===== config.mk =====
export PLATFORM = sky130hd
export DESIGN_NAME = lbbc_pick
export DESIGN_NICKNAME = d
export VERILOG_FILES = /design/src/sv/lbbc_pick.sv
export SDC_FILE = /design/constraint.sdc
export NUM_CORES = 1
export LEC_CHECK = 0
export ABC_AREA = 1
export BUFFER_PORTS_ARGS = -buffer_cell sky130_fd_sc_hd__buf_2
export CAP_MARGIN = 25
export CORE_ASPECT_RATIO = 1.25
export CORE_MARGIN = 2
export CORE_UTILIZATION = 30
export DETAILED_ROUTE_END_ITERATION = 12
export GPL_TIMING_DRIVEN = 0
export MAX_ROUTING_LAYER = met4
export PLACE_DENSITY_LB_ADDON = 0.05
export SYNTH_ARGS = -nofsm -noshare
export SYNTH_HDL_FRONTEND = slang
export SYNTH_SLANG_ARGS = --single-unit

===== constraint.sdc =====
create_clock -name vclk -period 0.86
set_input_delay 0.043 -clock vclk [all_inputs]
set_output_delay 0.043 -clock vclk [all_outputs]
set_load 0.005 [all_outputs]

===== src/sv/lbbc_pick.sv =====
// Priority picker over a flag vector: one-hot lowest set bit.
// No dependencies beyond parameters.
module lbbc_pick #(
    parameter int N = 64
)
(
    input  logic [N-1:0] flags,
    output logic         any,
    output logic [N-1:0] onehot
);

    // Lowest set bit isolated by two's complement.
    assign onehot = flags & (~flags + 1'b1);
    assign any    = |flags;

endmodule


=== Yosys cells after proc, flatten, opt, wreduce, memory -nomap -nowiden ===
Cells that the tools add are included.
W data, S select, Z words.

* Flip-flop bits (word level): 0
* Latch bits: 0
* Memory bits (writable): 0
* ROM bits: 0
* Input bits: 64
* Output and inout port bits: 65
* Word-level logic and storage cells: 4
* Memories kept: 0

* Add/sub/neg operators: 1
* Multiply operators: 0
* Div/mod/pow operators: 0
* Order comparisons: 0
* Equal/unequal tests: 0
* Shifts and indexed selects: 0
* Multiplexer cells: 0
* Bitwise operators: 2
* Reduce and logical (&&, ||, !) cells: 1

{| class="wikitable"
|+ Operators with widths
! cell !! number
|-
| $add A64 B1 Y64 const B || 1
|-
| $and A64 B64 Y64 || 1
|-
| $not A64 Y64 || 1
|-
| $reduce_or A64 Y1 || 1
|}

=== Depth between registers and ports, before layout ===
Gate-level depths: netlist of run 1.

* Depth in word-level cells: 3
* Gate-level depth with buffers: 7
* Mapped depth without buffers: 7

=== Least setup slack after synthesis of run 1 ===
Ideal clock, no wire load.

* Path kind: input port to output port
* Start: in flags[3]
* End: out onehot[54]
* Arrival time: 0.833 ns
* Required time: 0.817 ns
* Slack: -0.016 ns
* Cell stages on the path: 7
* Buffers on the path: 0
* Path through: nor2_1 > nand2_4 > nor2_8 > nand2_4 > nor2_8 > nand2_4 > nor2_2

* Longest elaborated chain between the ends: 3

{| class="wikitable"
|+ RTL lines
! element !! RTL line !! RTL
|-
| from (decl) || 7 || <nowiki>input logic [N-1:0] flags,</nowiki>
|-
| $not A64 Y64 || 13 || <nowiki>assign onehot = flags & (~flags + 1'b1);</nowiki>
|-
| $add A64 B1 Y64 || 13 ||
|-
| $and A64 B64 Y64 || 13 ||
|-
| to (decl) || 9 || <nowiki>output logic [N-1:0] onehot</nowiki>
|}

Every way passes these cells.

=== Worst setup path after layout of run 1 ===
* Start: in flags[1]
* End: out onehot[52]

Same word-level chain as after synthesis.

==> results of run 1 <==
## how the worst max path moves through the flow
| stage | startpoint | to | depth (start not counted) |
|---|---|---|---|
| after floorplan | flags[10] | onehot[47] | 7 |
| after global placement | flags[47] | onehot[57] | 9 |
| after detailed placement | flags[13] | onehot[48] | 9 |
| after CTS | flags[0] | onehot[62] | 9 |
| after global routing | flags[13] | onehot[17] | 9 |
| final | flags[1] | onehot[52] | 7 |
## cells in the final DEF, fill, tap and decap left out, types with 2 or more instances in the layout
master,instances
sky130_fd_sc_hd__nand3_1,9
sky130_fd_sc_hd__nand2_8,2
sky130_fd_sc_hd__nor2_2,43
sky130_fd_sc_hd__nor3b_2,2
sky130_fd_sc_hd__inv_2,25
sky130_fd_sc_hd__nand4_1,6
sky130_fd_sc_hd__nand3_2,4
sky130_fd_sc_hd__nor2_1,52
sky130_fd_sc_hd__nand2_4,16
sky130_fd_sc_hd__nor2_8,4
sky130_fd_sc_hd__nor3_2,3
sky130_fd_sc_hd__nor2_4,75
sky130_fd_sc_hd__buf_8,9
sky130_fd_sc_hd__buf_2,96
sky130_fd_sc_hd__nand2_2,33
sky130_fd_sc_hd__nand3_4,2
sky130_fd_sc_hd__nor3_1,5
sky130_fd_sc_hd__inv_1,53
sky130_fd_sc_hd__buf_6,27
sky130_fd_sc_hd__nand2_1,68
sky130_fd_sc_hd__buf_4,34
sky130_fd_sc_hd__nand3b_1,6
## cell usage after synthesis, drive strengths merged
library cell  number
nand4              6
nor3b              2
inv               79
buf                1
nand3b             6
nor2             174
nand2            119
nand3             15
nor3               9
## metrics by stage
step | setup TNS (ns) | power, W | hold WS (ns) | instance area (um2)
floorplan | 0 | 0.000268 | 0.117 | 1820
detailed placement | -17.06 | 0.000575 | 0.383 | 2550
global placement | -17.13 | 0.000574 | 0.378 | 2550
CTS | -10.61 | 0.000972 | 0.331 | 3540
global route | -18.51 | 0.00116 | 0.406 | 3930
finish | -14.96 | 0.00110 | 0.384 | 3930
## power breakdown
part	leakage [nW]	total [W]	switching, W	internal, W
Combinational	1.92	0.00110	0.000636	0.000461
Clock	0	0	0	0
Sequential	0	0	0	0
## per-layer routing
metal  share of wire  routed length, um
met1            0.36               3660
met2            0.56               5710
met3           0.047                480
met4           0.034                348
met5               0                  0
## cell type report
type / count / share of cell area
buffer: 1 / 0.00191
inverter: 79 / 0.0762
tap: 66 / 0.0210
multi-input combinational: 331 / 0.604
timing repair buffer: 165 / 0.297
## kinds of logic after synthesis
kind of cell           synth area share
AND/OR/NAND/NOR                   0.833
buffers and inverters             0.167
## timing repair
action	in CTS	in global routing
resized for setup	249	87
setup endpoints to repair	56	58
pin swaps	108	42
hold endpoints to repair	0	0
buffers inserted	26	11
==> out/summary.md, run 1 <==
• 0 — Final Hold Vio Count
• finished with violations — run status
• 6700 um2 — total die area
• 475 — syn_nets
• 0 um2 — Reg area
• 15 — Netlist cell types
• sky130_fd_sc_hd__nand4_1 — Max stage delay cell, worst path
• 0.217 ns — Least-Margin Pin Slew
• 0 — Final Slew Violations
• 0.82 ns — Critical Path RT
• 1.38 — final critical-path share of the clock period
• 0.306 — proportion of netlist area held by the largest area contributor
• 0.655 — ratio of cells with drive above 1 in the final layout
• 0.675 — core occupancy in the finished layout
• 31 — number of placement rows
• 5820 um2 — Core Region
• 0.22 ns — delay of the slowest critical-path stage
• 2 — buffer and inverter count on the worst path
• 0.273 — GR Util met1
• 0 — proportion of synthesized chip area in sequential cells
• 3187 — Via Count
• 5 — highest fanout seen on the critical path
• 13900 um — global-route wire length before repair
• 1.14 ns — crit path DAT
• 0.267 — total track usage
• 129 — count of buffers inserted at the top-level ports
• 0.00555 — met3 usage in global routing
• 0.312 — effective utilization at floorplan
• 411 — synthesized netlist cell count
• 10200 um — total detailed-routing wirelength
• 3111 — number of global-route vias before repair
• sky130_fd_sc_hd__nor2_1, sky130_fd_sc_hd__nand2_1, sky130_fd_sc_hd__inv_1 — main area contributors after synthesis
• 0.172 mV — largest voltage drop on the vdd net
• 6 — largest net degree at the start of global routing
• 0 — final antenna diode count
• 0.913 — routability-driven placement congestion ratio
• 4 — hold path cells
• 129 — I/O pin cnt
• 0.854 — worst slew slack as a fraction of its limit
• setup timing — violations in the final reports
• buf_8 -> nor2_4 -> nand2_4 -> nor2_8 -> nand4_1 -> nor2_2 -> buf_2 — series of cell instances along the critical path
• 642 — Final nets
• 279 nW/um2 — PD cells
• -0.327 ns — worst path setup slack after routing
• 187 — violation count after the first detailed-route iteration
• 0 — Post-DRT Antenna Nets
• 642 — Post-Layout Cell Count
• true — RSZ-0062 raised after global routing
• 4.42 um2 — Avg Synthesized Cell Area
• 0 — CLK BUF
• 0 — count of max-cap constraint violations
• 0.545 — M2 GR Usage
• 0 — Overflow after GRT
• 842 MHz — maximum achievable frequency
• 495 — Filler cells
• primary input to output port — worst setup path category
• -0.427 ns — post-place setup slack
• 15.9 um — detailed-route wire length per cell
• 0 — count of hold buffers inserted by post-cts repair
• 59 — # setup viols final
• 7150 um — dpl hpwl
• simple AND/OR/NAND/NOR gates — family with the most delay on the worst path
• 1820 um2 — mapped cell area
• output port — type of destination of the critical path
• 1.92 nW — Leak Pwr
• met2 — global-route layer with the greatest usage
• 0 — detailed-route DRC error count
• 91.0 um — floorplan die height
• 0 — FFs & Latches
• sky130_fd_sc_hd__nor2_1 — largest area contributor in the synthesized netlist
• 4.96 — DR vias/cell
• flags[48] — hold path startpoint
• 4 — number of detailed-routing iterations run before antenna repair
• 2370 um2 — area used by multi-input combinational logic
• 606 — instance count after placement with tap cells included
• 73.6 um — Horiz. Die Dim
• 116% — area growth from synthesis to layout
• primary input — CP Launch Type
• onehot[48] — worst min-delay path endpoint
• primary input to output port — class of the tightest hold or removal check
• 1.19 ns — time the final worst path needs with I/O delays and setup
• 0 — number of antenna violations at the first check in global routing
• 0 — Yosys Warn Count
Note: power is estimated with default switching activity, not from simulation.
==> run 2, diff against run 1 <==
- PLACE_DENSITY_LB_ADDON: 0.05 -> default
==> run 2 against run 1 <==
The flow still finishes with violations (setup timing). Flip-flop and latch count unchanged. Hold slack worse by 0.057 ns. Global-route usage down 2.2 points. Critical path depth up 1. Combinational power down 8%. Critical endpoint is now onehot[8]. Largest cell class unchanged. Highest routed layer unchanged.
==> out/summary.md, run 2 (synthesis gave the netlist of run 1 again) <==
• finished with violations — run status
• setup timing — violations in the final reports
• 0 — FFs & Latches
• 31 — number of placement rows
• 0.631 — ratio of cells with drive above 1 in the final layout
• primary input — CP Launch Type
• 606 — instance count after placement with tap cells included
• 60 — # setup viols final
• 0 — Post-DRT Antenna Nets
• 0.641 — core occupancy in the finished layout
• 0.312 — effective utilization at floorplan
• 839 MHz — maximum achievable frequency
• 635 — Final nets
• 2839 — number of global-route vias before repair
• 6 — largest net degree at the start of global routing
• 6990 um — dpl hpwl
• 105% — area growth from synthesis to layout
• 3 — highest fanout seen on the critical path
• 14.7 um — detailed-route wire length per cell
• 3730 um2 — final std cell area, no fill
• true — RSZ-0062 raised after global routing
• 0.215 mV — largest voltage drop on the vdd net
• 9350 um — total detailed-routing wirelength
• 4.90 — DR vias/cell
• sky130_fd_sc_hd__buf_2 — most common library cell in the layout ignoring fill and taps
• 1.15 ns — crit path DAT
• 0 — Final Slew Violations
• 0.244 — total track usage
• 0.242 ns — Least-Margin Pin Slew
• 0.837 — worst slew slack as a fraction of its limit
• 1.39 — final critical-path share of the clock period
• 635 — Post-Layout Cell Count
• 0 — detailed-route DRC error count
• 0 — count of hold buffers inserted by post-cts repair
• 2550 um2 — Placement Cell Area
• 2300 um2 — area used by multi-input combinational logic
• primary input to output port — class of the tightest hold or removal check
• 0.327 ns — worst hold slack
• 0 — Overflow after GRT
• 5820 um2 — Core Region
• 73.6 um — Horiz. Die Dim
• sky130_fd_sc_hd__buf_2, sky130_fd_sc_hd__nor2_4, sky130_fd_sc_hd__nand2_1, sky130_fd_sc_hd__nor2_1, sky130_fd_sc_hd__inv_1 — commonest non-fill, non-tap cells in the layout
• primary input to output port — worst setup path category
• 1.83 nW — Leak Pwr
• 0 — Final Hold Vio Count
• 0 — final antenna diode count
• 108 — violation count after the first detailed-route iteration
• 0 — number of antenna violations at the first check in global routing
• 0 — count of max-cap constraint violations
• 4 — number of detailed-routing iterations run before antenna repair
• 0 — CLK BUF
• 0 um2 — Reg area
• 129 — count of buffers inserted at the top-level ports
• -0.331 ns — worst path setup slack after routing
• 12600 um — global-route wire length before repair
• output port — type of destination of the critical path
• 0.904 — routability-driven placement congestion ratio
• 0.82 ns — Critical Path RT
• 547 — Filler cells
• 129 — I/O pin cnt
• 1.19 ns — time the final worst path needs with I/O delays and setup
• 6700 um2 — total die area
• 91.0 um — floorplan die height
• 3112 — Via Count
• 271 nW/um2 — PD cells
run 2: cell types whose count changed in the layout (fill, tap and decap cells not counted), moves of 4 or more:
cell                      delta
sky130_fd_sc_hd__buf_2       +9
sky130_fd_sc_hd__buf_4       -7
sky130_fd_sc_hd__nor2_1      +6
sky130_fd_sc_hd__buf_6       -5
sky130_fd_sc_hd__buf_8       -5
sky130_fd_sc_hd__nand2_4     -4
run 2: final cells by class:
cell class                 instances  share of cell area
buffer                             1             0.00201
multi-input combinational        331               0.618
timing repair buffer             158               0.278
tap                               66              0.0221
inverter                          79              0.0802
run 2: path summary, 6_finish.rpt:
check / startpoint / to / cells past startpoint
min: flags[1] / onehot[2] / 3
max: flags[0] / onehot[8] / 8
run 2: metal layers:
metal	global-route usage	vias to the layer above	wire, um
met3	0.0111	28	450
met5	-	-	0
met4	0.0727	0	405
li1	-	1532	-
met1	0.251	1424	3360
met2	0.478	128	5130
run 2: worst max-delay path: stages:
cell	delay (ns)
sky130_fd_sc_hd__buf_8	0.10
sky130_fd_sc_hd__nor2_4	0.15
sky130_fd_sc_hd__nand2_4	0.09
sky130_fd_sc_hd__buf_4	0.14
sky130_fd_sc_hd__buf_6	0.10
sky130_fd_sc_hd__buf_4	0.14
sky130_fd_sc_hd__nor3b_1	0.23
sky130_fd_sc_hd__buf_2	0.15
run 2: what timing repair did:
action / in CTS / in global routing
pin swaps: 58 / 80
setup endpoints to repair: 56 / 60
gates resized for setup: 161 / 135
setup buffers: 18 / 12
run 2: where the power goes:
group | total, W | internal (W) | switching [W]
clock | 0 | 0 | 0
sequential | 0 | 0 | 0
combinational | 0.00101 | 0.000403 | 0.000606
run 2: stage by stage:
stage               TNS (ns)  worst slack (ns)  power (W)
detailed placement    -16.46            -0.400   0.000574
floorplan                  0           0.00444   0.000268
global route          -16.41            -0.388    0.00107
finish                -12.89            -0.331    0.00101
CTS                   -11.78            -0.285   0.000825
global placement      -16.61            -0.413   0.000574
==> run 3, diff against run 2 <==
- ABC_AREA: 1 -> default
- PLACE_DENSITY: default -> 0.75
- REMOVE_ABC_BUFFERS: default -> 1
- clock period: 0.86 -> 1.5 ns (I/O delays scaled with it)
==> run 3 against run 2 <==
The flow still finishes with violations (setup timing). Routed wire length fell by 42%. First-iteration DRC count fell by 32%. Total power fell by 72%. Flip-flop and latch count did not move. Global-route usage rose by 0.29 points. Non-clock buffer count fell by 2. Sequential share of layout area did not move. Clock-buffer cell count did not move. Worst setup slack got worse by 0.063 ns. Utilization rose by 7.4 points.
==> out/summary.md, run 3 <==
• 1899 — number of global-route vias before repair
• 114 nW/um2 — PD cells
• 1.33 nW — Leak Pwr
• 3100 um — routed length on met2
• sky130_fd_sc_hd__nor4_4 — Critical Path Most Common Cell
• 528 MHz — maximum achievable frequency
• 0 — Final Hold Vio Count
• 8220 um — global-route wire length before repair
• sky130_fd_sc_hd__nor2_1, sky130_fd_sc_hd__nor4_1, sky130_fd_sc_hd__and3_1 — main area contributors after synthesis
• 8 — largest net degree at the start of global routing
• sky130_fd_sc_hd__nor2_1, sky130_fd_sc_hd__nor3_1, sky130_fd_sc_hd__nor4_1 — most instantiated cells after synthesis
• primary input to output port — worst setup path category
• 3420 um2 — Core Region
• met4 — highest metal layer with signal wires
• 53 — # setup viols final
• 389 — Final nets
• 0.693 — worst slew slack as a fraction of its limit
• 6.25 um2 — Avg Synthesized Cell Area
• 0 um2 — Reg area
• 73 — violation count after the first detailed-route iteration
• 1060 um2 — mapped cell area
• 132% — area growth from synthesis to layout
• setup timing — violations in the final reports
• 0.0835 mV — largest voltage drop on the vdd net
• 0 — final antenna diode count
• 1948 — Via Count
• primary input to output port — class of the tightest hold or removal check
• sky130_fd_sc_hd__buf_2 — most common library cell in the layout ignoring fill and taps
• 0 — FFs & Latches
• 0 — count of hold buffers inserted by post-cts repair
• 57.1 um — Horiz. Die Dim
• 0 — Yosys Warn Count
• 29 — Netlist cell types
• 5 — highest fanout seen on the critical path
• 0 — number of antenna violations at the first check in global routing
• -0.395 ns — worst path setup slack after routing
• 0.103 — proportion of netlist area held by the largest area contributor
• 266 um — Met3 Routed Length
• true — RSZ-0062 raised after global routing
• 3670 um — dpl hpwl
• output port — type of destination of the critical path
• 0.653 — ratio of cells with drive above 1 in the final layout
• 0 — Overflow after GRT
• sky130_fd_sc_hd__or4_4 — Max stage delay cell, worst path
• 129 — count of buffers inserted at the top-level ports
• 0.396 ns — worst hold slack
• 0 — detailed-route DRC error count
• sky130_fd_sc_hd__buf_2, sky130_fd_sc_hd__nor2_1, sky130_fd_sc_hd__buf_6, sky130_fd_sc_hd__and3_1 — commonest non-fill, non-tap cells in the layout
• buf_6 -> nor4_4 -> nand4_1 -> or4_4 -> nor4_4 -> buf_2 — series of cell instances along the critical path
• 0 — Post-DRT Antenna Nets
• 1.89 ns — time the final worst path needs with I/O delays and setup
• 1.42 ns — Critical Path RT
• 2450 um2 — final std cell area, no fill
• 1.26 — final critical-path share of the clock period
• 129 — I/O pin cnt
• 5460 um — total detailed-routing wirelength
• 70.3 um — floorplan die height
• 0.62 ns — delay of the slowest critical-path stage
• 0 — Final Slew Violations
• 0 — count of max-cap constraint violations
• 2070 um — routed length on met1
• 0.459 ns — Least-Margin Pin Slew
• 0 — proportion of synthesized chip area in sequential cells
• 0.247 — total track usage
• finished with violations — run status
• 1.82 ns — crit path DAT
• sky130_fd_sc_hd__nor2_1 — largest area contributor in the synthesized netlist
• 169 — synthesized netlist cell count
• 4010 um2 — total die area
• 0.781 — routability-driven placement congestion ratio
• 0.308 — effective utilization at floorplan
• 4 — number of detailed-routing iterations run before antenna repair
• 24 — number of placement rows
• primary input — CP Launch Type
• 5.38 — DR vias/cell
• 15.1 um — detailed-route wire length per cell
• 0 — CLK BUF
• 1730 um2 — Placement Cell Area
• sky130_fd_sc_hd__nor2_1 — most numerous cell in the Yosys netlist
[run 3: cell types whose count changed after synthesis, moves of 8 or more]
cell,previous run,this run
sky130_fd_sc_hd__nand2_1,109,13
sky130_fd_sc_hd__and3_1,0,15
sky130_fd_sc_hd__nand2_4,8,0
sky130_fd_sc_hd__nor4_1,0,16
sky130_fd_sc_hd__and2_1,0,10
sky130_fd_sc_hd__nor2_1,148,29
sky130_fd_sc_hd__inv_1,74,7
sky130_fd_sc_hd__nor2_2,20,0
[run 3: path summary, 6_finish.rpt]
kind / from / to / slack (ns) / depth (start not counted)
max: flags[6] / onehot[52] / -0.39 / 6
min: flags[1] / onehot[2] / 0.40 / 3
[run 3: worst max-delay path, delay by kind of cell]
kind                   cells  cell delay (ns)
buffers and inverters      2             0.26
and+or+nand+nor            4             1.49
[run 3: what timing repair did]
item / 4_1_cts / 5_1_grt
resized for setup: 65 / 33
setup buffers: 20 / 12
cloned: 1 / 0
endpoints found under the setup margin: 55 / 56
pin swaps: 30 / 36
[run 3: layout make-up]
type                            instances  area (um2)
Timing Repair Buffer                  157         983
Tap cell                               39        48.8
Inverter                                7        26.3
Fill cell                             281         976
Multi-Input combinational cell        159        1390
[run 3: per-layer routing]
layer | global-route usage | vias to the layer above
met5 | - | -
met4 | 0.0233 | 0
met3 | 0.0130 | 4
met2 | 0.466 | 74
met1 | 0.294 | 901
li1 | - | 969
[run 3: power by group]
| part | leakage [nW] | switching (W) | internal (W) |
|---|---|---|---|
| clock network | 0 | 0 | 0 |
| registers | 0 | 0 | 0 |
| logic | 1.33 | 0.000147 | 0.000132 |
[run 3: through the flow]
step                power [W]  TNS [ns]   util  setup slack (ns)  std cells
floorplan           0.0000568     -2.73      -            -0.282        165
global placement     0.000201    -21.45  0.505            -0.678        333
detailed placement   0.000206    -21.99  0.505            -0.687        333
CTS                  0.000254    -10.11  0.648            -0.329        353
global route         0.000303    -16.33  0.715            -0.471        362
finish               0.000280    -12.50  0.715            -0.395        362
[run 3: cell families (layout without fill, tap and decap cells)]
kind of cell           count (synthesis)  in the layout  share of synthesized area
buffers and inverters                 11            164                     0.0438
AND/OR/NAND/NOR                      158            159                      0.956
