### config.mk
export PLATFORM = sky130hd
export DESIGN_NAME = lbbc_cell
export DESIGN_NICKNAME = d
export VERILOG_FILES = /design/src/sv/lbbc_pkg.sv /design/src/sv/lbbc_cell.sv
export SDC_FILE = /design/constraint.sdc
export NUM_CORES = 1
export LEC_CHECK = 0
export ABC_AREA = 1
export BUFFER_PORTS_ARGS = -buffer_cell sky130_fd_sc_hd__buf_2
export CAP_MARGIN = 20
export CORE_MARGIN = 5
export CORE_UTILIZATION = 35
export CTS_CLUSTER_DIAMETER = 50
export DETAILED_ROUTE_END_ITERATION = 16
export GPL_TIMING_DRIVEN = 0
export MAX_ROUTING_LAYER = met4
export PLACE_DENSITY_LB_ADDON = 0.3
export RECOVER_POWER = 25
export SYNTH_ARGS = -nofsm -noshare
export SYNTH_HDL_FRONTEND = slang
export SYNTH_SLANG_ARGS = --single-unit
### constraint.sdc
create_clock -name clk -period 3.7 [get_ports clk]
set_input_delay 0.555 -clock clk [delete_from_list [all_inputs] [get_ports clk]]
set_output_delay 0.555 -clock clk [all_outputs]
set_load 0.01 [all_outputs]
### src/sv/lbbc_pkg.sv
// Package for the byte-budget LRU cache directory.
// Holds opcodes, reset constants and the cell command enum; no dependencies.
package lbbc_pkg;

    localparam int DEF_ENTRIES   = 64;
    localparam int DEF_KEY_BITS  = 48;
    localparam int DEF_SIZE_BITS = 24;

    localparam logic [31:0] MAX_BYTES_RESET = 32'd67108864;
    localparam logic [31:0] EXPIRE_RESET    = 32'd3600;

    localparam int TOTAL_BITS = 30;
    localparam int COUNT_BITS = 7;

    typedef enum logic [2:0] {
        OP_HAS     = 3'd0,
        OP_GET     = 3'd1,
        OP_PUT     = 3'd2,
        OP_REMOVE  = 3'd3,
        OP_CLEAR   = 3'd4,
        OP_CLEANUP = 3'd5,
        OP_TRIM    = 3'd6,
        OP_NONE    = 3'd7
    } op_t;

    typedef enum logic [1:0] {
        CFG_MAX_BYTES = 2'd0,
        CFG_ENABLED   = 2'd1,
        CFG_EXPIRE    = 2'd2
    } cfg_idx_t;

    // Broadcast command from the sequencer to every cell.
    typedef enum logic [2:0] {
        CC_IDLE   = 3'd0,
        CC_TOUCH  = 3'd1,
        CC_DROP   = 3'd2,
        CC_INSERT = 3'd3,
        CC_CLEAR  = 3'd4,
        CC_UPDATE = 3'd5
    } cell_cmd_t;

endpackage

### src/sv/lbbc_cell.sv
// One directory cell: key, size, stamp, valid and recency rank of one slot.
// Depends on lbbc_pkg. Matches, LRU and expiry flags are combinational per cell.
module lbbc_cell
    import lbbc_pkg::*;
#(
    parameter int KEY_BITS  = DEF_KEY_BITS,
    parameter int SIZE_BITS = DEF_SIZE_BITS,
    parameter int RANK_BITS = 6,
    parameter int CNT_BITS  = 7
)
(
    input  logic                 clk,
    input  logic                 rst_n,
    input  cell_cmd_t            cmd,
    input  logic                 sel,
    input  logic [RANK_BITS-1:0] ref_rank,
    input  logic [KEY_BITS-1:0]  key,
    input  logic [SIZE_BITS-1:0] size,
    input  logic [31:0]          stamp,
    input  logic [CNT_BITS-1:0]  count,
    input  logic [31:0]          now,
    input  logic [31:0]          expire,
    output logic                 valid,
    output logic                 match,
    output logic                 is_lru,
    output logic                 expired,
    output logic [SIZE_BITS-1:0] size_out,
    output logic [31:0]          stamp_out
);

    logic                 valid_reg;
    logic [KEY_BITS-1:0]  key_reg;
    logic [SIZE_BITS-1:0] size_reg;
    logic [31:0]          stamp_reg;
    logic [RANK_BITS-1:0] rank_reg;
    logic [31:0]          age;

    assign age = now - stamp_reg;

    // Status flags seen by the sequencer.
    assign valid     = valid_reg;
    assign match     = valid_reg && (key_reg == key);
    assign is_lru    = valid_reg && ({1'b0, rank_reg} + 1'b1 == (RANK_BITS+1)'(count));
    assign expired   = valid_reg && (now > stamp_reg) && (age > expire);
    assign size_out  = size_reg;
    assign stamp_out = stamp_reg;

    // Control state.
    always_ff @(posedge clk or negedge rst_n)
    begin
        if (!rst_n)
        begin
            valid_reg <= 1'b0;
        end
        else
        begin
            case (cmd)
                CC_CLEAR:  valid_reg <= 1'b0;
                CC_DROP:   if (sel) valid_reg <= 1'b0;
                CC_INSERT: if (sel) valid_reg <= 1'b1;
                default:   valid_reg <= valid_reg;
            endcase
        end
    end

    // Payload and rank.
    always_ff @(posedge clk)
    begin
        case (cmd)
            CC_TOUCH:
            begin
                if (sel) rank_reg <= '0;
                else if (valid_reg && rank_reg < ref_rank) rank_reg <= rank_reg + 1'b1;
            end
            CC_UPDATE:
            begin
                if (sel)
                begin
                    rank_reg  <= '0;
                    size_reg  <= size;
                    stamp_reg <= stamp;
                end
                else if (valid_reg && rank_reg < ref_rank) rank_reg <= rank_reg + 1'b1;
            end
            CC_DROP:
            begin
                if (!sel && valid_reg && rank_reg > ref_rank) rank_reg <= rank_reg - 1'b1;
            end
            CC_INSERT:
            begin
                if (sel)
                begin
                    rank_reg  <= '0;
                    key_reg   <= key;
                    size_reg  <= size;
                    stamp_reg <= stamp;
                end
                else if (valid_reg) rank_reg <= rank_reg + 1'b1;
            end
            default:
            begin
                rank_reg <= rank_reg;
            end
        endcase
    end

endmodule

Word-level counts from Yosys, hierarchy flattened
Index checks and enable logic that the tools add are counted.
{"block": "op_classes", "n_addsub": 4, "n_reduce_logical": 16, "mux": 9, "n_eq_ne": 12, "order_cmp": 4}
{"op": "$gt A32 B32 Y1", "n": 2}
{"op": "$eq A48 B48 Y1", "n": 1}
{"op": "$sub A32 B32 Y32", "n": 1}
{"op": "$mux W6", "n": 5}
{"op": "$pmux W6 S3", "n": 1}
{"op": "$add A6 B1 Y7 const B", "n": 1}
{"op": "$eq A7 B7 Y1", "n": 1}
{"op": "$logic_and A1 B1 Y1", "n": 7}
{"op": "$add A6 B1 Y6 const B", "n": 1}
{"op": "$eq A3 B2 Y1 const B", "n": 2}
{"op": "$eq A3 B3 Y1 const B", "n": 2}
{"op": "$gt A6 B6 Y1", "n": 1}
{"op": "$lt A6 B6 Y1", "n": 1}
{"op": "$ne A2 B2 Y1 const B", "n": 3}
{"op": "$reduce_bool A3 Y1", "n": 2}
{"op": "$sub A6 B1 Y6 const B", "n": 1}
{"op": "$reduce_and A2 Y1", "n": 2}
{"op": "$reduce_and A4 Y1", "n": 1}
{"op": "$reduce_or A2 Y1", "n": 2}
{"op": "$eq A3 B1 Y1 const B", "n": 1}
{"op": "$ne A3 B1 Y1 const B", "n": 1}
{"op": "$ne A3 B3 Y1 const B", "n": 1}
{"op": "$pmux W1 S3", "n": 1}
{"op": "$reduce_and A3 Y1", "n": 1}
{"op": "other kinds (2)", "n": 3}
{"block": "word_totals", "inputBits": 187, "output_inout_bits": 60, "register_bits": 111, "word_cells": 50}

Longest topological paths before layout
Gate-level depths: netlist (run 1).
{"block": "logic_depth", "depth_word": 5, "mapped_depth": 23, "mapped_depth_nobuf": 23}

Least setup slack after synthesis (run 1)
OpenSTA, ideal clock, no wires.
{"block": "synth_path", "kind": "input to register", "startpoint": "in cmd[1]", "endpoint": "reg size_reg[0], in the netlist size_out[0] (enable)", "n_path_buf": 0, "setup_slack_ns": -1.717, "t_required_ns": 3.146, "path_stages": 3, "t_arrival_ns": 4.863, "setup_ns": 0.554, "path_cell_list": "inv_1 > nand2_1 > a211oi_1"}
{"block": "synth_between", "elab_chain_len": 3, "word_cells_on_any_way": 4, "cone_classes": "2 x eq/ne; 2 x reduce/logical"}
{"element": "start: declaration", "line": "lbbc_cell.sv:14", "rtl": "input cell_cmd_t cmd,"}
{"element": "$eq A3 B2 Y1 / $eq A3 B3 Y1 (equally long branches)", "line": "lbbc_cell.sv:69", "rtl": "case (cmd)"}
{"element": "$reduce_or A2 Y1 (no line) (*)"}
{"element": "$reduce_and A2 Y1 (no line) (*)"}
{"element": "end signal: assignment", "line": "lbbc_cell.sv:80", "rtl": "size_reg <= size;"}
{"element": "end signal: assignment", "line": "lbbc_cell.sv:95", "rtl": "size_reg <= size;"}
{"element": "end: declaration", "line": "lbbc_cell.sv:33", "rtl": "logic [SIZE_BITS-1:0] size_reg;"}
Every way passes the cells marked *; elsewhere a longest branch is shown, timed or not.
A chain may end at the register's enable or synchronous reset.

Worst setup path after layout (run 1)
{"block": "layout_path", "startpoint": "reg stamp_reg[2], in the netlist stamp_out[2]", "endpoint": "out expired"}
{"block": "layout_between", "elab_chain_len": 3, "word_cells_on_any_way": 5, "cone_classes": "1 x add/sub; 2 x order compare; 2 x reduce/logical"}
{"element": "start: declaration", "line": "lbbc_cell.sv:34", "rtl": "logic [31:0] stamp_reg;"}
{"element": "start signal: assignment", "line": "lbbc_cell.sv:81", "rtl": "stamp_reg <= stamp;"}
{"element": "start signal: assignment", "line": "lbbc_cell.sv:96", "rtl": "stamp_reg <= stamp;"}
{"element": "$sub A32 B32 Y32 / $gt A32 B32 Y1 (equally long branches)", "line": "lbbc_cell.sv:38, lbbc_cell.sv:44"}
{"element": "$gt A32 B32 Y1 / $logic_and A1 B1 Y1 (equally long branches)", "line": "lbbc_cell.sv:44", "rtl": "assign expired = valid_reg && (now > stamp_reg) && (age > expire);"}
{"element": "$logic_and A1 B1 Y1 (*)", "line": "lbbc_cell.sv:44"}
{"element": "end: declaration", "line": "lbbc_cell.sv:26", "rtl": "output logic expired,"}
Marked as above.

==> results.sh, run 1 <==
export IMPL_power_frac_seq_pct=43.4
export IMPL_num_io_pins=247
export IMPL_required_ns=3.14
export IMPL_yosys_area_top_type="edfxtp_1"
export IMPL_rrSetupSlack_ns=1.42
export IMPL_worstSetupEndpointType="output pin"
export IMPL_hpwl_mm=18.3
export IMPL_powerDensity_nw_per_um2=325
export IMPL_final_layout_size_suffix_gt1_share_pct=29.6
export IMPL_p_int_w=0.00234
export IMPL_p_comb_share_pct=29.2
export IMPL_avgSynthCellArea_sq_um=7.75
export IMPL_violations="negative setup slack"
export IMPL_synth_edf_count=110
export IMPL_crit_path_start_kind="flip-flop"
export IMPL_synth_cells=1029
export IMPL_place_ws_ns=-0.253
export IMPL_min_period_ns=3.73
export IMPL_std_cell_rows=55
export IMPL_htreeDepth=3
export IMPL_dieHeight_um=161
export IMPL_netSwitchingFraction_pct=31.6
export IMPL_port_buffers=246
export IMPL_cts_buffer_depth=2
export IMPL_status="finished, violations left"
export IMPL_antenna_found_initial=3
export IMPL_tightestPinTransition_ns=0.752
export IMPL_drt_wl_total_mm=22.0
export IMPL_hold_viol=0
export IMPL_slew_headroom_pct=49.8
export IMPL_grt_pass1_vias=6929
export IMPL_cpPeakStageDelay_ns=0.39
export IMPL_drtIter0Drc=290
export IMPL_grt_pass1_wl_mm=34.0
export IMPL_path_max_fanout=7
export IMPL_largest_reg_flops=48
export IMPL_synth_top_flop_cell="edfxtp_1"
export IMPL_drc_errors=0
export IMPL_area_growth_pct=32.1
export IMPL_synth_fp_nets=1289
export IMPL_cpMaxStageDelayCell="edfxtp_1"
export IMPL_drt_pass1_iterations=4
export IMPL_die_area_sq_um=25900
export IMPL_clk_pin_slew_ns=0.08
export IMPL_final_common_cell="nand2_1"
export IMPL_hp_class="primary input to flip-flop"
export IMPL_insertion_delay_ns=0.35
export IMPL_rsz0062_at_grt="true"
export IMPL_post_route_period_util_pct=101
export IMPL_yosysWarnings=0
export IMPL_synth_area_top_cells="edfxtp_1 (41%), nand2_1 (15%), ha_1 (11%)"
export IMPL_nets=1567
export IMPL_cp_cell_sequence="inv_1 -> ha_1 -> buf_4 -> a21oi_2 -> nand2_2 -> nand2_1 -> nand2_1 -> nand2_1 -> nand2_2 -> nand2_1 -> nand2_1 -> nand2_1 -> nand2_1 -> ha_1 -> a21oi_2 -> nand3_2 -> nand2_1 -> nand2_1 -> nand2_1 -> nand2_1 -> a21oi_1 -> nor2_1 -> buf_2"
export IMPL_globalRouteTotalUtil_pct=16.9
export IMPL_root_buffer="clkbuf_16"
export IMPL_core_area_sq_um=22500
export IMPL_grt_overflow=0
export IMPL_ant_nets=0
export IMPL_power_switching_w=0.00108
export IMPL_grt_max_degree=26
export IMPL_cts_tree="yes"
export IMPL_synthArstFlopShare_pct=0.901
export IMPL_yosys_area_top_type_share_pct=41.4
export IMPL_whs_ns=0.366
export IMPL_viasPerCell=4.49
export IMPL_final_max_slew_viol_count=0
export IMPL_n_fill_cell=2233
export IMPL_seq_area_sq_um=3330
export IMPL_cap_viol_max_count=0
export IMPL_crit_type="flip-flop to output pin"
export IMPL_most_common_layout_cells="nand2_1 (286), buf_2 (239), inv_1 (226)"
export IMPL_setup_viol=1
export IMPL_ys_seq_area_share_pct=41.8
export IMPL_clkPwrFrac_pct=27.5
export IMPL_numCtsBuffers=9
export IMPL_power_leakage_nw=5.40
export IMPL_crit_top_cell="nand2_1"
export IMPL_vdd_ir_drop_max_uv=219
export IMPL_multi_input_area_sq_um=4230
export IMPL_fp_dieW_um=161
export IMPL_gp_congestion=0.887
export IMPL_fin_ws_ns=-0.0333
export IMPL_clock_sinks=111
export IMPL_worst_clock_skew_ns=0.00641
export IMPL_syn_area_sq_um=7970
export IMPL_cp_data_arrival_time_ns=3.18
export IMPL_dr_total_vias=7190
export IMPL_fmax_mhz=268
export IMPL_yosysUniqueCellTypes=39
export IMPL_synth_seq_cells=111
export IMPL_wl_per_cell_um=13.7
export IMPL_start_util_pct=35.4
==> critical path, delay by kind of cell, from the launching register on <==
kind            cells  cell delay, ns
flops               1            0.39
simple gates       15            1.07
compound gates      3            0.44
fa+ha+maj           2            0.55
buf+inv             3            0.36
==> routing by layer <==
metal  routed length, um  track usage (%)  part of all wire (%)
met4                 405             4.77                   1.8
met5                   0                -                     0
met2               11400             29.6                    52
met3                1070             3.59                   4.9
met1                9140             19.5                    42
==> power groups by stage <==
stage                     Sequential [W]  Combinational, W  Clock, W
after floorplan                  0.00152          0.000557         0
after global placement           0.00151          0.000847         0
after detailed placement         0.00151          0.000876         0
after CTS                        0.00148          0.000904  0.000980
after global routing             0.00149           0.00113   0.00102
final                            0.00148          0.000997  0.000939
==> layout make-up <==
class / count / area share (%)
inverters: 232 / 8.27
repair buffers: 267 / 13.7
multi-input cells: 685 / 40.2
clock inverters: 7 / 0.547
plain buffers: 1 / 0.0713
diodes: 3 / 0.0713
well taps: 285 / 3.39
flip-flops and latches: 111 / 31.6
clock buffers: 9 / 2.14
==> cell usage after synthesis, types with 11 or more instances <==
cell type,n
a21oi_1,42
nor2_1,81
inv_1,229
o22ai_1,12
xnor2_1,16
nand2_1,314
nand3_1,42
edfxtp_1,110
xor2_1,19
nand2_2,11
ha_1,72
o21ai_0,19
==> timing repair <==
action,CTS,global route
hold endpoints to repair,1,0
buffers inserted,6,10
setup endpoints to repair,1,1
gates resized for setup,19,84
pin swaps,16,33
hold buffers,1,0
==> through the flow <==
stage	TNS, ns	util (%)	area, sq um	std cells	total power [W]
2_1_floorplan	0	-	7980	1029	0.00208
5_1_grt	-0.264	46.8	10500	1600	0.00364
3_5_place_dp	-0.253	42.9	9660	1564	0.00239
4_1_cts	-0.132	44.7	10100	1587	0.00337
6_report	-0.0333	46.8	10500	1600	0.00342
3_3_place_gp	-87.31	42.5	9560	1560	0.00236
==> cells by family after synthesis <==
| kind of cell | after synthesis | share of synthesized area, % |
|---|---|---|
| AND/OR/NAND/NOR | 482 | 24.8 |
| buffers and inverters | 233 | 11.0 |
| flip-flops | 111 | 41.8 |
| AO/OA/AOI/OAI | 95 | 6.99 |
| adder cells (fa/ha/maj) | 73 | 11.6 |
| XOR/XNOR | 35 | 3.85 |
==> final timing paths <==
path,end,depth (start not counted),startpoint
max,expired,23,stamp_out[2]
max in group asynchronous,valid,2,rst_n
max reg2reg,rank_reg[4],8,rank_reg[3]
min,stamp_out[4],1,stamp[4]
min reg2reg,rank_reg[0],1,rank_reg[0]
min in group asynchronous,valid,2,rst_n
Power figures use the tool's default switching activity.
==> run 2, diff against run 1 <==
--- a/config.mk
+++ b/config.mk
@@ -5,7 +5,6 @@
 export SDC_FILE = /design/constraint.sdc
 export NUM_CORES = 1
 export LEC_CHECK = 0
-export ABC_AREA = 1
 export BUFFER_PORTS_ARGS = -buffer_cell sky130_fd_sc_hd__buf_2
 export CAP_MARGIN = 20
 export CORE_MARGIN = 5
==> results.sh, run 2 <==
export IMPL_cap_viol_max_count=0
export IMPL_worstSetupEndpointType="output pin"
export IMPL_fp_dieW_um=155
export IMPL_std_cell_rows=53
export IMPL_path_max_fanout=4
export IMPL_setup_viol=1
export IMPL_largest_reg_flops=48
export IMPL_slew_headroom_pct=30.2
export IMPL_dr_total_vias=6001
export IMPL_yosys_area_top_type_share_pct=45.0
export IMPL_drc_errors=0
export IMPL_synthTopCellsByCount="edfxtp_1 (110), inv_1 (85), ha_1 (72), a21oi_1 (53), xnor2_1 (42)"
export IMPL_power_switching_w=0.00102
export IMPL_seq_area_sq_um=3330
export IMPL_multi_input_area_sq_um=3920
export IMPL_power_frac_seq_pct=43.6
export IMPL_powerDensity_nw_per_um2=350
export IMPL_nets=1215
export IMPL_hp_class="primary input to flip-flop"
export IMPL_hpwl_mm=15.9
export IMPL_cp_data_arrival_time_ns=3.91
export IMPL_grt_pass1_wl_mm=30.4
export IMPL_globalRouteTotalUtil_pct=16.2
export IMPL_n_fill_cell=2056
export IMPL_ant_nets=0
export IMPL_p_int_w=0.00236
export IMPL_synth_edf_count=110
export IMPL_synthArstFlopShare_pct=0.901
export IMPL_netSwitchingFraction_pct=30.3
export IMPL_final_layout_size_suffix_gt1_share_pct=33.6
export IMPL_violations="negative setup slack"
export IMPL_root_buffer="clkbuf_16"
export IMPL_clock_sinks=111
export IMPL_grt_pass1_vias=5994
export IMPL_dieHeight_um=155
export IMPL_num_io_pins=247
export IMPL_avgSynthCellArea_sq_um=10.7
export IMPL_vdd_ir_drop_max_uv=193
export IMPL_fin_ws_ns=-0.762
export IMPL_p_comb_share_pct=27.6
export IMPL_required_ns=3.14
export IMPL_synth_top_flop_cell="edfxtp_1"
export IMPL_core_area_sq_um=20800
export IMPL_cp_cell_sequence="inv_2 -> ha_4 -> a21oi_4 -> a21oi_2 -> a311oi_4 -> a211oi_4 -> a311oi_4 -> buf_4 -> xnor2_2 -> ha_1 -> a21o_1 -> a21o_1 -> a21oi_1 -> nor2_1 -> nor4_2 -> a221oi_2 -> buf_2"
export IMPL_yosysMostFrequentCell="edfxtp_1"
export IMPL_power_total_w=0.00338
export IMPL_synth_fp_nets=948
export IMPL_synth_area_top_cells="edfxtp_1 (45%), ha_1 (12%), xnor2_1 (5.0%)"
export IMPL_crit_type="flip-flop to output pin"
export IMPL_status="finished, violations left"
export IMPL_hold_viol=0
export IMPL_worst_clock_skew_ns=0.00608
export IMPL_cts_buffer_depth=2
export IMPL_start_util_pct=35.2
export IMPL_cts_tree="yes"
export IMPL_grt_max_degree=29
export IMPL_clkPwrFrac_pct=28.9
export IMPL_wl_per_cell_um=15.7
export IMPL_rsz0062_at_grt="true"
export IMPL_most_common_layout_cells="buf_2 (230), edfxtp_1 (110), inv_1 (81)"
export IMPL_final_core_util_pct=46.3
export IMPL_cpPeakStageDelay_ns=0.42
export IMPL_min_period_ns=4.46
export IMPL_path_delay_family="compound AO/OA/AOI/OAI gates"
export IMPL_yosys_area_top_type="edfxtp_1"
export IMPL_numCtsBuffers=9
export IMPL_drt_wl_total_mm=19.4
export IMPL_gp_congestion=0.863
export IMPL_tightestPinTransition_ns=1.05
export IMPL_insertion_delay_ns=0.35
export IMPL_die_area_sq_um=24000
export IMPL_crit_path_start_kind="flip-flop"
export IMPL_post_route_period_util_pct=121
export IMPL_yosysWarnings=0
export IMPL_yosysUniqueCellTypes=63
export IMPL_fmax_mhz=224
export IMPL_drt_pass1_iterations=4
export IMPL_syn_area_sq_um=7340
export IMPL_synth_seq_cells=111
export IMPL_area_growth_pct=31.6
export IMPL_ys_seq_area_share_pct=45.4
export IMPL_final_max_slew_viol_count=0
export IMPL_fin_tns_setup_ns=-0.762
export IMPL_cpMaxStageDelayCell="edfxtp_1"
export IMPL_htreeDepth=3
export IMPL_viasPerCell=4.85
export IMPL_power_leakage_nw=4.21
export IMPL_antenna_found_initial=2
export IMPL_clk_pin_slew_ns=0.09
export IMPL_drtIter0Drc=256
export IMPL_path_buf_inv=3
export IMPL_grt_overflow=0
export IMPL_port_buffers=244
export IMPL_final_common_cell="buf_2"
export IMPL_synth_cells=688
[run 2: changes by cell type in the layout (fill, tap and decap cells not counted), sizes merged, moves of 14 or more]
cell / previous run / this run
buf: 260 / 246
a21o: 1 / 30
nand2: 326 / 28
nor2: 87 / 31
clkbuf: 16 / 36
inv: 232 / 89
xnor2: 16 / 42
nand3: 43 / 15
xor2: 19 / 36
[run 2: through the flow]
step           instance area [sq um]  cells  worst slack (ns)  hold WS, ns
4_1_cts                         9610   1234            -0.818        0.349
2_1_floorplan                   7490    688            -0.117        0.259
6_report                        9650   1237            -0.762        0.370
5_1_grt                         9650   1237             -1.02        0.341
3_3_place_gp                    9050   1207            -0.956        0.331
3_5_place_dp                    9140   1210            -0.925        0.331
[run 2: area by class of cell]
class	count	area share, %
diodes	2	0.0519
clock inverters	7	0.726
flip-flops and latches	111	34.5
multi-input cells	474	40.6
plain buffers	17	0.843
well taps	275	3.57
clock buffers	9	2.33
inverters	85	3.44
repair buffers	257	14.0
[run 2: kinds of logic (layout without fill, tap and decap cells)]
kind of cell	after synthesis	after routing	share of synthesized area, %
XOR/XNOR	78	78	9.31
adder cells (fa/ha/maj)	73	73	12.6
AND/OR/NAND/NOR	150	150	10.8
flip-flops	111	111	45.4
buffers and inverters	103	375	5.51
other	0	2	0
AO/OA/AOI/OAI	170	170	16.1
multiplexers	3	3	0.409
[run 2: routing by layer]
layer,up-vias,global-route usage [%],wire length [um]
li1,3036,-,-
met5,-,-,0
met4,0,3.78,186
met3,11,3.33,1030
met1,2816,20.5,8500
met2,138,26.9,9680
[run 2: timing repair]
| item | 4_1_cts | 5_1_grt |
|---|---|---|
| cloned | 0 | 0 |
| resized for setup | 24 | 10 |
| pin swaps | 23 | 5 |
| hold buffers | 1 | 0 |
| endpoints found under the hold margin | 1 | 0 |
| endpoints found under the setup margin | 1 | 1 |
| buffers inserted | 8 | 2 |
[run 2: worst reg2reg max path: cells and delay by family (launching register included)]
family	cells	cell delay, ns
mux	1	0.18
compound gates	2	1.24
flops	1	0.50
fa+ha+maj	1	0.34
simple gates	2	0.31
[run 2: path summary, 6_finish.rpt]
kind | slack [ns] | startpoint | cells after the start | to
max | -0.76 | stamp_out[5] | 17 | expired
min reg2reg | 0.78 | rank_reg[4] | 1 | rank_reg[4]
max reg2reg | 0.75 | rank_reg[5] | 6 | rank_reg[1]
max in group asynchronous | 3.10 | rst_n | 2 | valid
min in group asynchronous | 0.52 | rst_n | 2 | valid
min | 0.37 | stamp[3] | 1 | stamp_out[3]
[run 2: power by group through the flow]
stage               Clock, W  Combinational [W]  Sequential [W]
floorplan                  0           0.000575         0.00152
global placement           0           0.000856         0.00150
detailed placement         0           0.000883         0.00150
CTS                  0.00101           0.000923         0.00147
global route         0.00107            0.00105         0.00148
finish              0.000977           0.000932         0.00147
==> run 3, diff against run 2 <==
--- a/config.mk
+++ b/config.mk
@@ -5,7 +5,7 @@
 export SDC_FILE = /design/constraint.sdc
 export NUM_CORES = 1
 export LEC_CHECK = 0
-export BUFFER_PORTS_ARGS = -buffer_cell sky130_fd_sc_hd__buf_2
+export BUFFER_PORTS_ARGS = -buffer_cell sky130_fd_sc_hd__buf_4
 export CAP_MARGIN = 20
 export CORE_MARGIN = 5
 export CORE_UTILIZATION = 35
==> constraint.sdc (replaced) <==
create_clock -name clk -period 5.61 [get_ports clk]
set_input_delay 0.8415 -clock clk [delete_from_list [all_inputs] [get_ports clk]]
set_output_delay 0.8415 -clock clk [all_outputs]
set_load 0.01 [all_outputs]
==> results.sh, run 3 (synthesized netlist as in run 2, its figures left out) <==
export IMPL_num_io_pins=247
export IMPL_clock_sinks=111
export IMPL_grt_overflow=0
export IMPL_dieHeight_um=155
export IMPL_slew_headroom_pct=27.2
export IMPL_grt_pass1_vias=5720
export IMPL_cpPeakStageDelay_ns=0.40
export IMPL_min_period_ns=5.25
export IMPL_final_core_util_pct=47.3
export IMPL_rsz0062_at_grt="false"
export IMPL_grt_max_degree=27
export IMPL_worst_clock_skew_ns=0.00245
export IMPL_r2r_start="rank_reg[0]"
export IMPL_cts_tree="yes"
export IMPL_path_buf_inv=3
export IMPL_most_common_layout_cells="buf_4 (176), edfxtp_1 (110), inv_1 (85)"
export IMPL_ant_nets=0
export IMPL_drc_errors=0
export IMPL_tightestPinTransition_ns=1.09
export IMPL_post_route_period_util_pct=93.6
export IMPL_htreeDepth=3
export IMPL_worstSetupEndpointType="output pin"
export IMPL_r2r_end="rank_reg[1]"
export IMPL_powerDensity_nw_per_um2=226
export IMPL_hold_viol=0
export IMPL_hp_class="primary input to async pin"
export IMPL_power_leakage_nw=4.31
export IMPL_crit_path_start_kind="primary input"
export IMPL_cpMaxStageDelayCell="fa_1"
export IMPL_area_growth_pct=34.1
export IMPL_cts_setup_buffers=0
export IMPL_final_layout_size_suffix_gt1_share_pct=28.8
export IMPL_wl_per_cell_um=15.6
export IMPL_path_max_fanout=4
export IMPL_insertion_delay_ns=0.35
export IMPL_setup_viol=0
export IMPL_clk_pin_slew_ns=0.08
export IMPL_drt_wl_total_mm=19.2
export IMPL_grt_pass1_wl_mm=29.4
export IMPL_status="complete, no violations"
export IMPL_die_area_sq_um=24000
export IMPL_core_area_sq_um=20800
export IMPL_viasPerCell=4.84
export IMPL_gp_congestion=0.838
export IMPL_numCtsBuffers=9
export IMPL_antenna_cells=0
export IMPL_cap_viol_max_count=0
export IMPL_globalRouteTotalUtil_pct=15.8
export IMPL_start_util_pct=35.2
export IMPL_drt_pass1_iterations=4
export IMPL_cp_data_arrival_time_ns=4.41
export IMPL_antenna_found_initial=0
export IMPL_nets=1206
export IMPL_root_buffer="clkbuf_16"
export IMPL_port_buffers=244
export IMPL_crit_type="primary input to output pin"
export IMPL_largest_reg_flops=48
export IMPL_cts_buffer_depth=2
export IMPL_rrSetupSlack_ns=2.66
export IMPL_hpwl_mm=16.0
export IMPL_fp_dieW_um=155
export IMPL_required_ns=4.77
export IMPL_std_cell_rows=53
export IMPL_vdd_ir_drop_max_uv=194
export IMPL_fin_tns_setup_ns=0
export IMPL_final_common_cell="buf_4"
export IMPL_cp_cell_sequence="buf_4 -> inv_1 -> ha_1 -> fa_1 -> nor2b_1 -> o21ai_1 -> a21oi_1 -> o31ai_2 -> a31oi_1 -> nor2_1 -> o311ai_1 -> ha_1 -> a21oi_1 -> nor2b_1 -> o21ai_0 -> a21boi_0 -> nor4_1 -> a221oi_1 -> buf_4"
export IMPL_dr_total_vias=5934
export IMPL_cts_resized=0
export IMPL_cts_hold_buf=0
export IMPL_path_delay_family="compound AO/OA/AOI/OAI gates"
export IMPL_final_max_slew_viol_count=0
export IMPL_rr_worst_depth=7
export IMPL_drtIter0Drc=282
export IMPL_fmax_mhz=190
[run 3: cell types whose count changed in the layout (fill, tap and decap cells not counted), moves of 6 or more]
cell,previous run,this run
a21oi_1,46,52
buf_2,230,0
buf_4,11,176
clkbuf_4,0,55
ha_1,64,72
ha_4,8,0
[run 3: report_power, final]
part	switching, W	internal, W	leakage, nW	total (W)
Sequential	0.0000189	0.000953	1.02	0.000972
Combinational	0.000302	0.000298	3.15	0.000600
Clock	0.000332	0.000317	0.146	0.000648
Total	0.000653	0.00157	4.31	0.00222
[run 3: worst reg2reg max path: stages (launching register included)]
cell      delay, ns
edfxtp_1       0.36
clkbuf_1       0.28
inv_1          0.17
ha_1           0.30
a311o_1        0.30
mux2i_1        0.18
nand2_1        0.07
a221oi_1       0.92
[run 3: per-layer routing]
| metal | track usage [%] | up-vias | routed length [um] |
|---|---|---|---|
| met3 | 3.05 | 14 | 1090 |
| met5 | - | - | 0 |
| met4 | 3.20 | 0 | 212 |
| met2 | 26.9 | 145 | 9640 |
| met1 | 19.9 | 2743 | 8210 |
| li1 | - | 3032 | - |
[run 3: worst max path at each step]
| stage | from | slack (ns) | cells after the start | endpoint |
|---|---|---|---|---|
| after floorplan | now[8] | 0.94 | 15 | expired |
| after global placement | sel | -0.31 | 3 | size_out[1] |
| after detailed placement | now[0] | 0.33 | 19 | expired |
| after CTS | now[0] | 0.34 | 19 | expired |
| after global routing | now[0] | 0.03 | 19 | expired |
| final | now[0] | 0.36 | 19 | expired |
[run 3: final cells by class]
cell class | instances | area [sq um]
Buffer | 18 | 85.1
Clock buffer | 9 | 225
Clock inverter | 7 | 73.8
Fill cell | 2031 | 11000
Inverter | 85 | 319
Multi-Input combinational cell | 474 | 3620
Sequential cell | 111 | 3330
Tap cell | 275 | 344
Timing Repair Buffer | 247 | 1840
[run 3: metrics by stage]
stage               std cells  instance area (sq um)  setup slack, ns  total power (W)  hold WS [ns]
detailed placement       1210                   9600            0.332          0.00160         0.617
finish                   1226                   9840            0.361          0.00222         0.270
CTS                      1226                   9900            0.337          0.00226         0.233
global placement         1207                   9510           -0.312          0.00159         0.618
floorplan                 688                   7340            0.937          0.00137         0.546
global route             1226                   9840           0.0277          0.00235         0.253
